### src/design/fbsf_pkg.sv
// shared types and constants for the framebuffer shape fill block
`default_nettype none

package fbsf_pkg;

  // frame store geometry
  localparam int MAX_WIDTH  = 256;
  localparam int MAX_HEIGHT = 256;
  localparam int XW    = (MAX_WIDTH > 1) ? $clog2(MAX_WIDTH) : 1;
  localparam int YW    = (MAX_HEIGHT > 1) ? $clog2(MAX_HEIGHT) : 1;
  localparam int DEPTH = MAX_WIDTH * MAX_HEIGHT;
  localparam int AW    = (DEPTH > 1) ? $clog2(DEPTH) : 1;

  // configuration register width and index codes
  localparam int CFG_W = 9;
  localparam logic REG_ACTIVE_WIDTH  = 1'b0;
  localparam logic REG_ACTIVE_HEIGHT = 1'b1;

  // signed bound and distance widths
  localparam int BW  = 18;
  localparam int SQW = 31;
  localparam int R2W = 30;

  typedef enum logic [1:0] {
    REQ_CLEAR  = 2'd0,
    REQ_RECT   = 2'd1,
    REQ_CIRCLE = 2'd2,
    REQ_READ   = 2'd3
  } req_type_e;

  typedef struct packed {
    logic [1:0]         req_type;
    logic signed [15:0] pos_x;
    logic signed [15:0] pos_y;
    logic [14:0]        size_a;
    logic [14:0]        size_b;
    logic [31:0]        fill_color;
  } req_t;

  typedef struct packed {
    logic [31:0] pixel_value;
    logic        out_of_range;
  } rsp_t;

  typedef struct packed {
    logic load;
    logic setup;
    logic step;
    logic rd_en;
    logic out_load;
  } fbsf_cmd_t;

  typedef struct packed {
    logic empty;
    logic last;
    logic out_free;
  } fbsf_sts_t;

endpackage

`default_nettype wire

### src/design/fbsf_ctrl.sv
// command sequencer for the framebuffer shape fill block
`default_nettype none

module fbsf_ctrl
  import fbsf_pkg::*;
(
  input  wire logic       clk_i,
  input  wire logic       rst_ni,
  input  wire logic       in_valid_i,
  input  wire logic [1:0] req_type_i,
  output logic            in_ready_o,
  input  wire fbsf_sts_t  sts_i,
  output fbsf_cmd_t       cmd_o
);

  typedef enum logic [5:0] {
    ST_IDLE   = 6'b000001,
    ST_SETUP  = 6'b000010,
    ST_SCAN   = 6'b000100,
    ST_DRAIN  = 6'b001000,
    ST_RDMEM  = 6'b010000,
    ST_RESULT = 6'b100000
  } state_e;

  state_e state_q, state_d;

  always_comb begin
    state_d = state_q;
    cmd_o   = '0;
    unique case (state_q)
      ST_IDLE: begin
        if (in_valid_i) begin
          cmd_o.load = 1'b1;
          state_d    = (req_type_i == REQ_READ) ? ST_RDMEM : ST_SETUP;
        end
      end
      ST_SETUP: begin
        cmd_o.setup = 1'b1;
        state_d     = ST_SCAN;
      end
      ST_SCAN: begin
        if (sts_i.empty) begin
          state_d = ST_IDLE;
        end else begin
          cmd_o.step = 1'b1;
          if (sts_i.last) state_d = ST_DRAIN;
        end
      end
      // last pixel of the scan is written here
      ST_DRAIN: begin
        state_d = ST_IDLE;
      end
      ST_RDMEM: begin
        cmd_o.rd_en = 1'b1;
        state_d     = ST_RESULT;
      end
      ST_RESULT: begin
        if (sts_i.out_free) begin
          cmd_o.out_load = 1'b1;
          state_d        = ST_IDLE;
        end
      end
      default: state_d = ST_IDLE;
    endcase
  end

  always_ff @(posedge clk_i or negedge rst_ni) begin
    if (!rst_ni) begin
      state_q <= ST_IDLE;
    end else begin
      state_q <= state_d;
    end
  end

  assign in_ready_o = (state_q == ST_IDLE);

endmodule

`default_nettype wire

### config.mk
export PLATFORM = sky130hd
export DESIGN_NAME = fbsf_ctrl
export DESIGN_NICKNAME = d
export VERILOG_FILES = /design/src/design/fbsf_pkg.sv /design/src/design/fbsf_ctrl.sv
export SDC_FILE = /design/constraint.sdc
export NUM_CORES = 1
export LEC_CHECK = 0
export BUFFER_PORTS_ARGS = -buffer_cell sky130_fd_sc_hd__buf_2
export CAP_MARGIN = 0
export CORE_AREA = 2 2 39 41
export CTS_CLUSTER_SIZE = 20
export DETAILED_ROUTE_END_ITERATION = 10
export DIE_AREA = 0 0 41 43
export PLACE_DENSITY = 0.59
export SETUP_SLACK_MARGIN = 0.3
export SYNTH_ARGS = -nofsm -noshare
export SYNTH_HDL_FRONTEND = slang
export SYNTH_SLANG_ARGS = --single-unit
### constraint.sdc
create_clock -name clk_i -period 4.3 [get_ports clk_i]
set_input_delay 0.645 -clock clk_i [delete_from_list [all_inputs] [get_ports clk_i]]
set_output_delay 0.645 -clock clk_i [all_outputs]
set_load 0.005 [all_outputs]
==> out/results.ini, run 1 <==
[outcome]
outcome = completed

[cts]
clk_latency_worst_skew_pair_ns = 0.24
cts_setup_buffers = 0
ctsHtreeMaxLevel = 1
cts_resized = 0
clock_tree.root_cell = clkbuf_4
cts_max_path_buffers = 2
cts_hold_repair.buffers = 0
tritoncts_clock_tree = built
cts.sinks = 6
cts-buffers-inserted = 3
clkTransAtPathRegs_ns = 0.05

[sta]
worst_slew_margin_rel_pct = 69.17
rsz0062_at_grt = no
timing.final.crit_share_pct = 55.59
setup_ws_ns = 1.910
setup_viol = 0
report.final.slew_viol_count = 0
finalCriticalPeriod_ns = 2.390
max_slew.worst_pin.slew_ns = 0.4582
fmaxAchievable_mhz = 418.3
final.setup_skew_ns = 0.006775
final_layout_setup_total_negative_slack_ns = 0
final-hold-violation-count = 0

[finish]
syn_to_final_growth_pct = 30.07
antennaDiodeCount = 0
layout_common_cells = 13 x buf_2, 5 x nor2_1, 5 x dfrtp_1
layout.nets = 66
final_layout_size_suffix_gt1_share_pct = 42.11
regMostFlops = state_q
nFillCells = 156
reg.largest.list = state_q: 6 flops
largest_reg_flops = 6
mostFrequentLayoutCell = buf_2

[detailed_routing]
drt_pre_antenna_iters = 4
top_layer_used = met3
m1WireLength_um = 363
drt-wirelength-per-cell_um = 10.08
drt_iter0_markers = 10
detail-route-antenna-nets = 0
drt_wl_total_um = 736
route.detailed.drc = 0
detailroute.via_count = 348
detailroute.wirelength.met2_um = 314
detail_route.vias_per_cell = 4.767
routed-wl-met3_um = 57

[setup_path]
crit_fanout = 8
timing.critical_path.to_type = output port
crit_path_arrival_time_ns = 1.75
worstSetupStartpointType = flip-flop
worst-endpoint-required_ns = 3.65
worst-setup-path-type = flip-flop to output port

[logic_synthesis]
synth.distinct_cells = 26
synthCells = 40
post_synth.cell_area_avg_um2 = 9.259
synth_fa_ha_area_share_pct = 0
synthXorXnorAreaFrac_pct = 2.365
post_synthesis_instance_area_um2 = 370.4
synth-compound-area-share_pct = 12.84
synth_warnings = 0
yosysSeqAreaShare_pct = 40.88
synthesized_flop_and_latch_total = 6
synth_mux_area_share_pct = 0
post_synth_and_or_nand_nor_area_fraction_pct = 41.89
main_combinational_cell_family_by_area_after_synthesis = simple AND/OR/NAND/NOR gates
synth.net_count = 48

[grt]
globalRouteOverflowTotal = 0
globalRouteTotalUtil_pct = 9.321
grt_pass1_vias = 290
grt_pass1_wl_um = 1110
initial_antenna_violation_count = 0
grt_max_degree = 10

[place]
globalplace.congestion = 0.6546
dp.final_hpwl_um = 582.1
io_buffers = 13
pre_cts_ws_ns = 2.146

[die]
floorplan.rows = 14
die-height_um = 43
initial_core_util_pct = 26.76
fp.dieW_um = 41
die-area_mm2 = 0.001763
num_io_pins = 14
fp.coreArea_mm2 = 0.001384

[power_and_ir_drop]
cellLeakagePower_nw = 0.2334
powerDensity_mw_per_mm2 = 507.8
ir_drop_mv = 0.1948

[run]
max_cap_violations = 0

[min_path]
worst_hold_path_type = input port to asynchronous set/reset pin

## synth_stat cells
cell type / instances / share of area (%)
a211oi_1: 1 / 2.0
o22ai_1: 1 / 1.7
nand2_1: 2 / 2.0
and2_1: 1 / 1.7
xnor2_1: 1 / 2.4
or3_4: 1 / 3.0
nor2_1: 5 / 5.1
or3b_2: 1 / 2.4
a21oi_2: 1 / 2.4
inv_1: 2 / 2.0
o21ai_0: 1 / 1.4
or3_1: 1 / 1.7
a21oi_1: 1 / 1.4
nor4_1: 1 / 1.7
or4b_2: 1 / 2.7
nor3b_2: 1 / 3.4
a21o_1: 1 / 2.0
dfrtp_1: 5 / 34
nor3_1: 3 / 4.1
or2b_1: 1 / 2.0
o31ai_1: 1 / 2.0
nand2b_1: 2 / 3.4
or4_4: 1 / 3.0
nand2_2: 1 / 1.7
dfstp_2: 1 / 7.1
nor3b_1: 2 / 4.1
## per-stage QoR
stage / cells / hold slack [ns] / instance area, um^2 / power (mW) / util (%)
after floorplan: 40 / 0.3494 / 370.4 / 0.1612 / -
after global placement: 69 / 0.4715 / 455.4 / 0.1917 / 32.91
after detailed placement: 69 / 0.4728 / 455.4 / 0.1928 / 32.91
after CTS: 73 / 0.2050 / 481.7 / 0.2512 / 34.81
after global routing: 73 / 0.2134 / 481.7 / 0.2665 / 34.81
final: 73 / 0.2142 / 481.7 / 0.2446 / 34.81
## critical path, cell delays in order (launching register included)
cell     delay [ns]
dfrtp_1        0.44
or4_4          0.57
nor3b_2        0.24
nand2_2        0.11
inv_1          0.06
buf_2          0.10
## cell type report
type	count	area, um^2	area share (%)
Multi-Input combinational cell	32	211.5	43.90
Sequential cell	6	151.4	31.43
Timing Repair Buffer	13	65.06	13.51
Clock buffer	4	26.28	5.455
Tap cell	16	20.02	4.156
Inverter	2	7.507	1.558
## logic make-up (layout without fill, tap and decap cells)
kind of cell / count (synthesis) / after routing
buf+inv: 2 / 19
xor+xnor: 1 / 1
simple gates: 24 / 24
flops: 6 / 6
compound gates: 7 / 7
## worst paths after layout
path | from | to | slack (ns) | cells past startpoint
worst max-delay path | state_q[4] | cmd_o[4] | 1.91 | 5
worst min-delay path | rst_ni | state_q[3] | 0.21 | 1
worst max register to register | state_q[1] | state_q[0] | 2.73 | 4
worst min register to register | state_q[2] | state_q[5] | 0.61 | 1
max in group asynchronous | rst_ni | state_q[0] | 3.86 | 1
min in group clk_i | req_type_i[1] | state_q[1] | 0.59 | 2
## power breakdown
group          switching [mW]  total, mW  internal [mW]
clock                  0.0193     0.0544         0.0351
sequential             0.0190     0.0908         0.0718
combinational          0.0437     0.0994         0.0557
## routing by layer
| layer | global-route usage (%) | vias up |
|---|---|---|
| met2 | 12.50 | 12 |
| met4 | 6.000 | 0 |
| li1 | - | 181 |
| met3 | 1.571 | 0 |
| met5 | 0 | - |
| met1 | 13.25 | 155 |
Note: power is estimated with default switching activity, not from simulation.
==> inputs of run 2 (changes only) <==
clock period = 2.3 ns   (was 4.3 ns; I/O delays follow)
==> run 2 against run 1 <==
  * Non-clock buffer count up 8
  * Via count up 8.6%
  * Clock-buffer cell count unchanged
  * Utilization up 6.5 points
  * Clock power up 84%
  * Critical endpoint is now in_ready_o
  * Cell area up 19%
  * Clock skew down 0.0026 ns
  * Global-route usage about the same
  * Wire length up 15%
  * Largest cell class unchanged
  * Worst hold slack better by 0.066 ns
  * Power up 130%
==> out/results.ini, run 2 (same netlist as run 1, synthesis figures left out) <==
[power_and_ir_drop]
powerDensity_mw_per_mm2 = 971.6
ir_drop_mv = 0.3189
total_switching_power_mw = 0.1769
clock_power_share_pct = 18.0
internal-power_mw = 0.3787
cellLeakagePower_nw = 0.2743
combinationalPowerShare_pct = 51.5
sequentialPowerShare_pct = 30.5
sw_frac_of_total_pct = 31.84

[detailed_routing]
route.detailed.drc = 0
drt_wl_total_um = 849
drt_iter0_markers = 4
drt_pre_antenna_iters = 4
detailroute.via_count = 378
detail-route-antenna-nets = 0
detail_route.vias_per_cell = 4.667
drt-wirelength-per-cell_um = 10.48

[setup_path]
worst-path-buf-inv = 2
worstReg2RegEnd = state_q[0]
worstSetupStartpointType = flip-flop
maximum_cell_stage_delay_along_the_critical_path_ns = 0.56
r2r_cells = 5
cp_cell_sequence = or4_4 > nor3b_4 > buf_4 > buf_6
worst-setup-path-type = flip-flop to output port
timing.critical_path.to_type = output port
crit_family = simple AND/OR/NAND/NOR gates
cpMaxStageDelayCell = or4_4
crit-reg2reg-launch = state_q[1]
reg2reg_slack_ns = 0.67
crit_fanout = 5
crit_path_arrival_time_ns = 1.67
worst-endpoint-required_ns = 1.96

[die]
floorplan.rows = 14
initial_core_util_pct = 26.76
die-height_um = 43
fp.coreArea_mm2 = 0.001384
fp.dieW_um = 41
die-area_mm2 = 0.001763
num_io_pins = 14

[finish]
multi_input_area_um2 = 229.0
seqCellArea_um2 = 155.1
final_layout_size_suffix_gt1_share_pct = 55.38
finalCoreUtilization_pct = 41.32
nFillCells = 141
layout_common_cells = 12 x buf_2, 7 x buf_4, 5 x nor2_1
mostFrequentLayoutCell = buf_2
regMostFlops = state_q
syn_to_final_growth_pct = 54.39
antennaDiodeCount = 0
largest_reg_flops = 6
reg.largest.list = state_q: 6 flops
layout.nets = 74

[sta]
timing.final.crit_share_pct = 87.63
max_slew.worst_pin.slew_ns = 0.2971
setup_viol = 0
worst_slew_margin_rel_pct = 80.03
fmaxAchievable_mhz = 496.2
final_layout_setup_total_negative_slack_ns = 0
report.final.slew_viol_count = 0
fin_worst_hold_slack_ns = 0.2798
finalCriticalPeriod_ns = 2.015
final.setup_skew_ns = 0.004157
rsz0062_at_grt = yes
final-hold-violation-count = 0
setup_ws_ns = 0.2845

[cts]
cts.sinks = 6
clk_latency_worst_skew_pair_ns = 0.24
cts-buffers-inserted = 3
tritoncts_clock_tree = built
clkTransAtPathRegs_ns = 0.05
cts_max_path_buffers = 2
clock_tree.root_cell = clkbuf_4
ctsHtreeMaxLevel = 1

[place]
io_buffers = 13
globalplace.congestion = 0.6628
dp.final_hpwl_um = 600.7
pre_cts_ws_ns = 0.4698

[min_path]
hold_path_depth = 2
hold_end = state_q[1]
worstHoldStart = req_type_i[1]
worst_hold_path_type = input port to flip-flop

[run]
max_cap_violations = 0

[grt]
grt_pass1_wl_um = 1076
busiest_layer = met2
globalRouteTotalUtil_pct = 9.293
grt_use_met3_pct = 1.571
grt_pass1_vias = 266
initial_antenna_violation_count = 0
groute.layer.met2.usage_pct = 12.50
grt_max_degree = 10
global_route.usage.met1_pct = 12.13
globalRouteOverflowTotal = 0

[outcome]
outcome = completed

run 2: changes by cell type in the layout (fill, tap and decap cells not counted):
| cell | before | now |
|---|---|---|
| or3_1 | 1 | 0 |
| dfrtp_2 | 0 | 3 |
| nor4_1 | 1 | 0 |
| or3_4 | 1 | 2 |
| buf_6 | 0 | 1 |
| nor3b_4 | 0 | 1 |
| dlygate4sd3_1 | 0 | 1 |
| dfrtp_1 | 5 | 2 |
| nor3b_2 | 1 | 0 |
| buf_4 | 0 | 7 |
| nor4_2 | 0 | 1 |
| buf_2 | 13 | 12 |
run 2: metal layers:
metal / share of wire, % / vias up
met3: 5.2 / 0
met4: 0 / 0
met1: 47 / 172
met2: 48 / 10
li1: - / 196
met5: 0 / -
run 2: repair_timing:
item,in CTS,in global routing
hold buffers,1,0
hold endpoints to repair,5,0
endpoints found under the setup margin,3,5
pin swaps,0,3
setup buffers,0,7
resized for setup,3,4
run 2: area by class of cell:
| class | count | area share (%) |
|---|---|---|
| Inverter | 2 | 1.313 |
| Sequential cell | 6 | 27.13 |
| Multi-Input combinational cell | 32 | 40.04 |
| Clock buffer | 4 | 4.595 |
| Timing Repair Buffer | 21 | 23.41 |
| Tap cell | 16 | 3.501 |
run 2: worst max-delay path by stage:
stage,end,cells after the start,start
2_1_floorplan,cmd_o[4],4,state_q[4]
3_3_place_gp,cmd_o[4],5,state_q[4]
3_5_place_dp,cmd_o[4],5,state_q[4]
4_1_cts,cmd_o[4],5,state_q[5]
5_1_grt,cmd_o[4],5,state_q[5]
6_report,in_ready_o,4,state_q[5]
run 2: power by group through the flow:
stage | Combinational, mW | Sequential [mW] | Clock (mW)
after floorplan | 0.139 | 0.162 | 0
after global placement | 0.189 | 0.170 | 0
after detailed placement | 0.188 | 0.171 | 0
after CTS | 0.205 | 0.173 | 0.107
after global routing | 0.310 | 0.171 | 0.114
final | 0.286 | 0.169 | 0.0999
run 2: stage by stage:
stage          total power [mW]  instances  area [um^2]
2_1_floorplan            0.3014         40        370.4
3_3_place_gp             0.3587         69        455.4
3_5_place_dp             0.3594         69        455.4
4_1_cts                  0.4850         74        505.5
5_1_grt                  0.5949         81        571.8
6_report                 0.5556         81        571.8
==> inputs of run 3 (changes only) <==
ABC_AREA = 1   (was not set)
PLACE_DENSITY = 0.64   (was 0.59)
==> run 3 against run 2 <==
  * Via count up 6.3%
  * First-iteration DRC count up 130%
  * Sequential power about the same
  * Clock skew down 0.0037 ns
  * Wire length up 1.8%
  * Clock power up 15%
  * Area after synthesis up 18%
  * Setup slack better by 0.37 ns
  * Critical endpoint is now cmd_o[4]
  * Largest cell class unchanged
  * Largest power group unchanged
==> out/results.ini, run 3 <==
[cts]
cts.sinks = 6
ctsHtreeMaxLevel = 1
clock_tree.root_cell = clkbuf_4
cts-buffers-inserted = 3
tritoncts_clock_tree = built
clk_latency_worst_skew_pair_ns = 0.26
cts_resized = 0
cts_max_path_buffers = 2
clkTransAtPathRegs_ns = 0.05

[power_and_ir_drop]
powerDensity_mw_per_mm2 = 983.9
clock_power_share_pct = 21.0
combinationalPowerShare_pct = 47.9
sw_frac_of_total_pct = 43.98
ir_drop_mv = 0.4791
cellLeakagePower_nw = 0.3174
sequentialPowerShare_pct = 31.1
internal-power_mw = 0.3069
total_switching_power_mw = 0.2410

[finish]
layout.nets = 82
mostFrequentLayoutCell = buf_2
largest_reg_flops = 6
regMostFlops = state_q
nFillCells = 145
final_layout_size_suffix_gt1_share_pct = 45.21
syn_to_final_growth_pct = 27.87
fin_cells = 89
layout_common_cells = 13 x buf_2, 10 x inv_1, 10 x nand2_1
reg.largest.list = state_q: 6 flops
design_area_um2 = 556.8
antennaDiodeCount = 0

[logic_synthesis]
post_synth.cell_area_avg_um2 = 7.917
synthCells = 55
post_synth_main_area_contributors = dfrtp_1 29%, nor2_4 16%, inv_1 8.6%
ys_dominant_reg_cell = dfrtp_1
synth.distinct_cells = 16
synth_edf_count = 0
synthesized_flop_and_latch_total = 6
synth.net_count = 63
synthArstFlopShare_pct = 100.0
synth.top_cell.area_share_pct = 28.74
synth_warnings = 0
netlist.top_cell.by_area = dfrtp_1
yosysSeqAreaShare_pct = 34.77
ys_top_cells_by_count = 10 x inv_1, 10 x nand2_1, 6 x nor2_1, 6 x nor2_4, 5 x dfrtp_1
post_synthesis_instance_area_um2 = 435.4

[setup_path]
worst-setup-path-type = flip-flop to output port
crit_path_arrival_time_ns = 1.30
timing.critical_path.to_type = output port
worst-endpoint-required_ns = 1.96
reg2reg_slack_ns = 1.11
worstSetupStartpointType = flip-flop
crit_fanout = 3

[grt]
grt_pass1_wl_um = 1428
globalRouteOverflowTotal = 0
globalRouteTotalUtil_pct = 12.53
grt_pass1_vias = 355
grt_max_degree = 7
initial_antenna_violation_count = 0

[die]
fp.coreArea_mm2 = 0.001384
die-area_mm2 = 0.001763
num_io_pins = 14
fp.dieW_um = 41
floorplan.rows = 14
initial_core_util_pct = 31.46
die-height_um = 43

[detailed_routing]
drt_wl_total_um = 864
detail_route.vias_per_cell = 4.517
drt_pre_antenna_iters = 2
drt_iter0_markers = 9
detailroute.via_count = 402
drt-wirelength-per-cell_um = 9.708
route.detailed.drc = 0
detail-route-antenna-nets = 0

[outcome]
outcome = completed

[sta]
finalCriticalPeriod_ns = 1.646
setup_viol = 0
worst_slew_margin_rel_pct = 83.08
final.setup_skew_ns = 0.0004776
max_slew.worst_pin.slew_ns = 0.2537
fmaxAchievable_mhz = 607.5
final_layout_setup_total_negative_slack_ns = 0
rsz0062_at_grt = no
report.final.slew_viol_count = 0
timing.final.crit_share_pct = 71.57
final-hold-violation-count = 0

[place]
placed_cell_area_um2 = 520.5
io_buffers = 13
dp.final_hpwl_um = 698.3
globalplace.congestion = 0.7835
placed_cells = 84

[run]
max_cap_violations = 0

[min_path]
worst_hold_path_type = input port to flip-flop

==> run 3: cell count changes after synthesis, moves of 2 or more <==
| cell | previous run | this run |
|---|---|---|
| nand3_1 | 0 | 2 |
| nor2_2 | 0 | 3 |
| inv_1 | 2 | 10 |
| inv_2 | 0 | 3 |
| nor3b_1 | 2 | 0 |
| nand4_1 | 0 | 3 |
| nand2b_1 | 2 | 0 |
| nand2_1 | 2 | 10 |
| nor2_4 | 0 | 6 |
| nor3_1 | 3 | 0 |
==> run 3: power by group through the flow <==
stage	logic (mW)	registers (mW)	clock network [mW]
after detailed placement	0.264	0.172	0
after CTS	0.266	0.171	0.115
after global routing	0.293	0.173	0.130
after floorplan	0.203	0.167	0
after global placement	0.260	0.170	0
final	0.262	0.170	0.115
==> run 3: final cells by class <==
class / count / area, um^2 / share of cell area, %
Inverter: 13 / 48.80 / 8.764
Timing Repair Buffer: 14 / 75.07 / 13.48
Tap cell: 16 / 20.02 / 3.596
Multi-Input combinational cell: 36 / 235.2 / 42.25
Clock buffer: 4 / 26.28 / 4.719
Sequential cell: 6 / 151.4 / 27.19
==> run 3: what timing repair did <==
action,in CTS,in global routing
hold endpoints to repair,5,0
setup buffers,0,0
hold buffers,1,0
==> run 3: kinds of logic after synthesis <==
logic type             share of synthesized area (%)
AOI/OAI and AO/OA                              3.160
buffers and inverters                          11.21
DFF                                            34.77
and+or+nand+nor                                50.86
==> run 3: per-stage QoR <==
| step | setup slack, ns | hold WS, ns | utilization (%) | power (mW) |
|---|---|---|---|---|
| 6_report | 0.6540 | 0.2569 | 40.24 | 0.5478 |
| 5_1_grt | 0.5740 | 0.2503 | 40.24 | 0.5956 |
| 4_1_cts | 0.6430 | 0.2604 | 40.24 | 0.5517 |
| 3_5_place_dp | 0.9196 | 0.1835 | 37.61 | 0.4360 |
| 3_3_place_gp | 0.9389 | 0.1795 | 37.61 | 0.4294 |
| 2_1_floorplan | 1.057 | 0.04941 | - | 0.3696 |
==> run 3: critical path, stage by stage, from the launching register on <==
cell and delay, ns:
dfstp_2 0.57, inv_2 0.05, nor2_4 0.10, nand3_4 0.10, nor2_4 0.10, buf_2 0.12
==> run 3: layer usage <==
metal | wire [um] | global-route usage (%) | vias up | part of all wire [%]
met4 | 22 | 8.000 | 0 | 2.5
met1 | 374 | 14.75 | 178 | 43
met2 | 409 | 18.13 | 15 | 47
met3 | 58 | 4.712 | 2 | 6.7
met5 | 0 | 0 | - | 0
li1 | - | - | 207 | -
==> run 3: path summary, 6_finish.rpt <==
path,start,to,cells past startpoint
min in group asynchronous,rst_ni,state_q[2],2
setup reg to reg,state_q[0],state_q[0],7
hold / removal,req_type_i[1],state_q[1],2
hold reg to reg,state_q[3],state_q[2],3
max in group asynchronous,rst_ni,state_q[0],2
setup / recovery,state_q[0],cmd_o[4],5
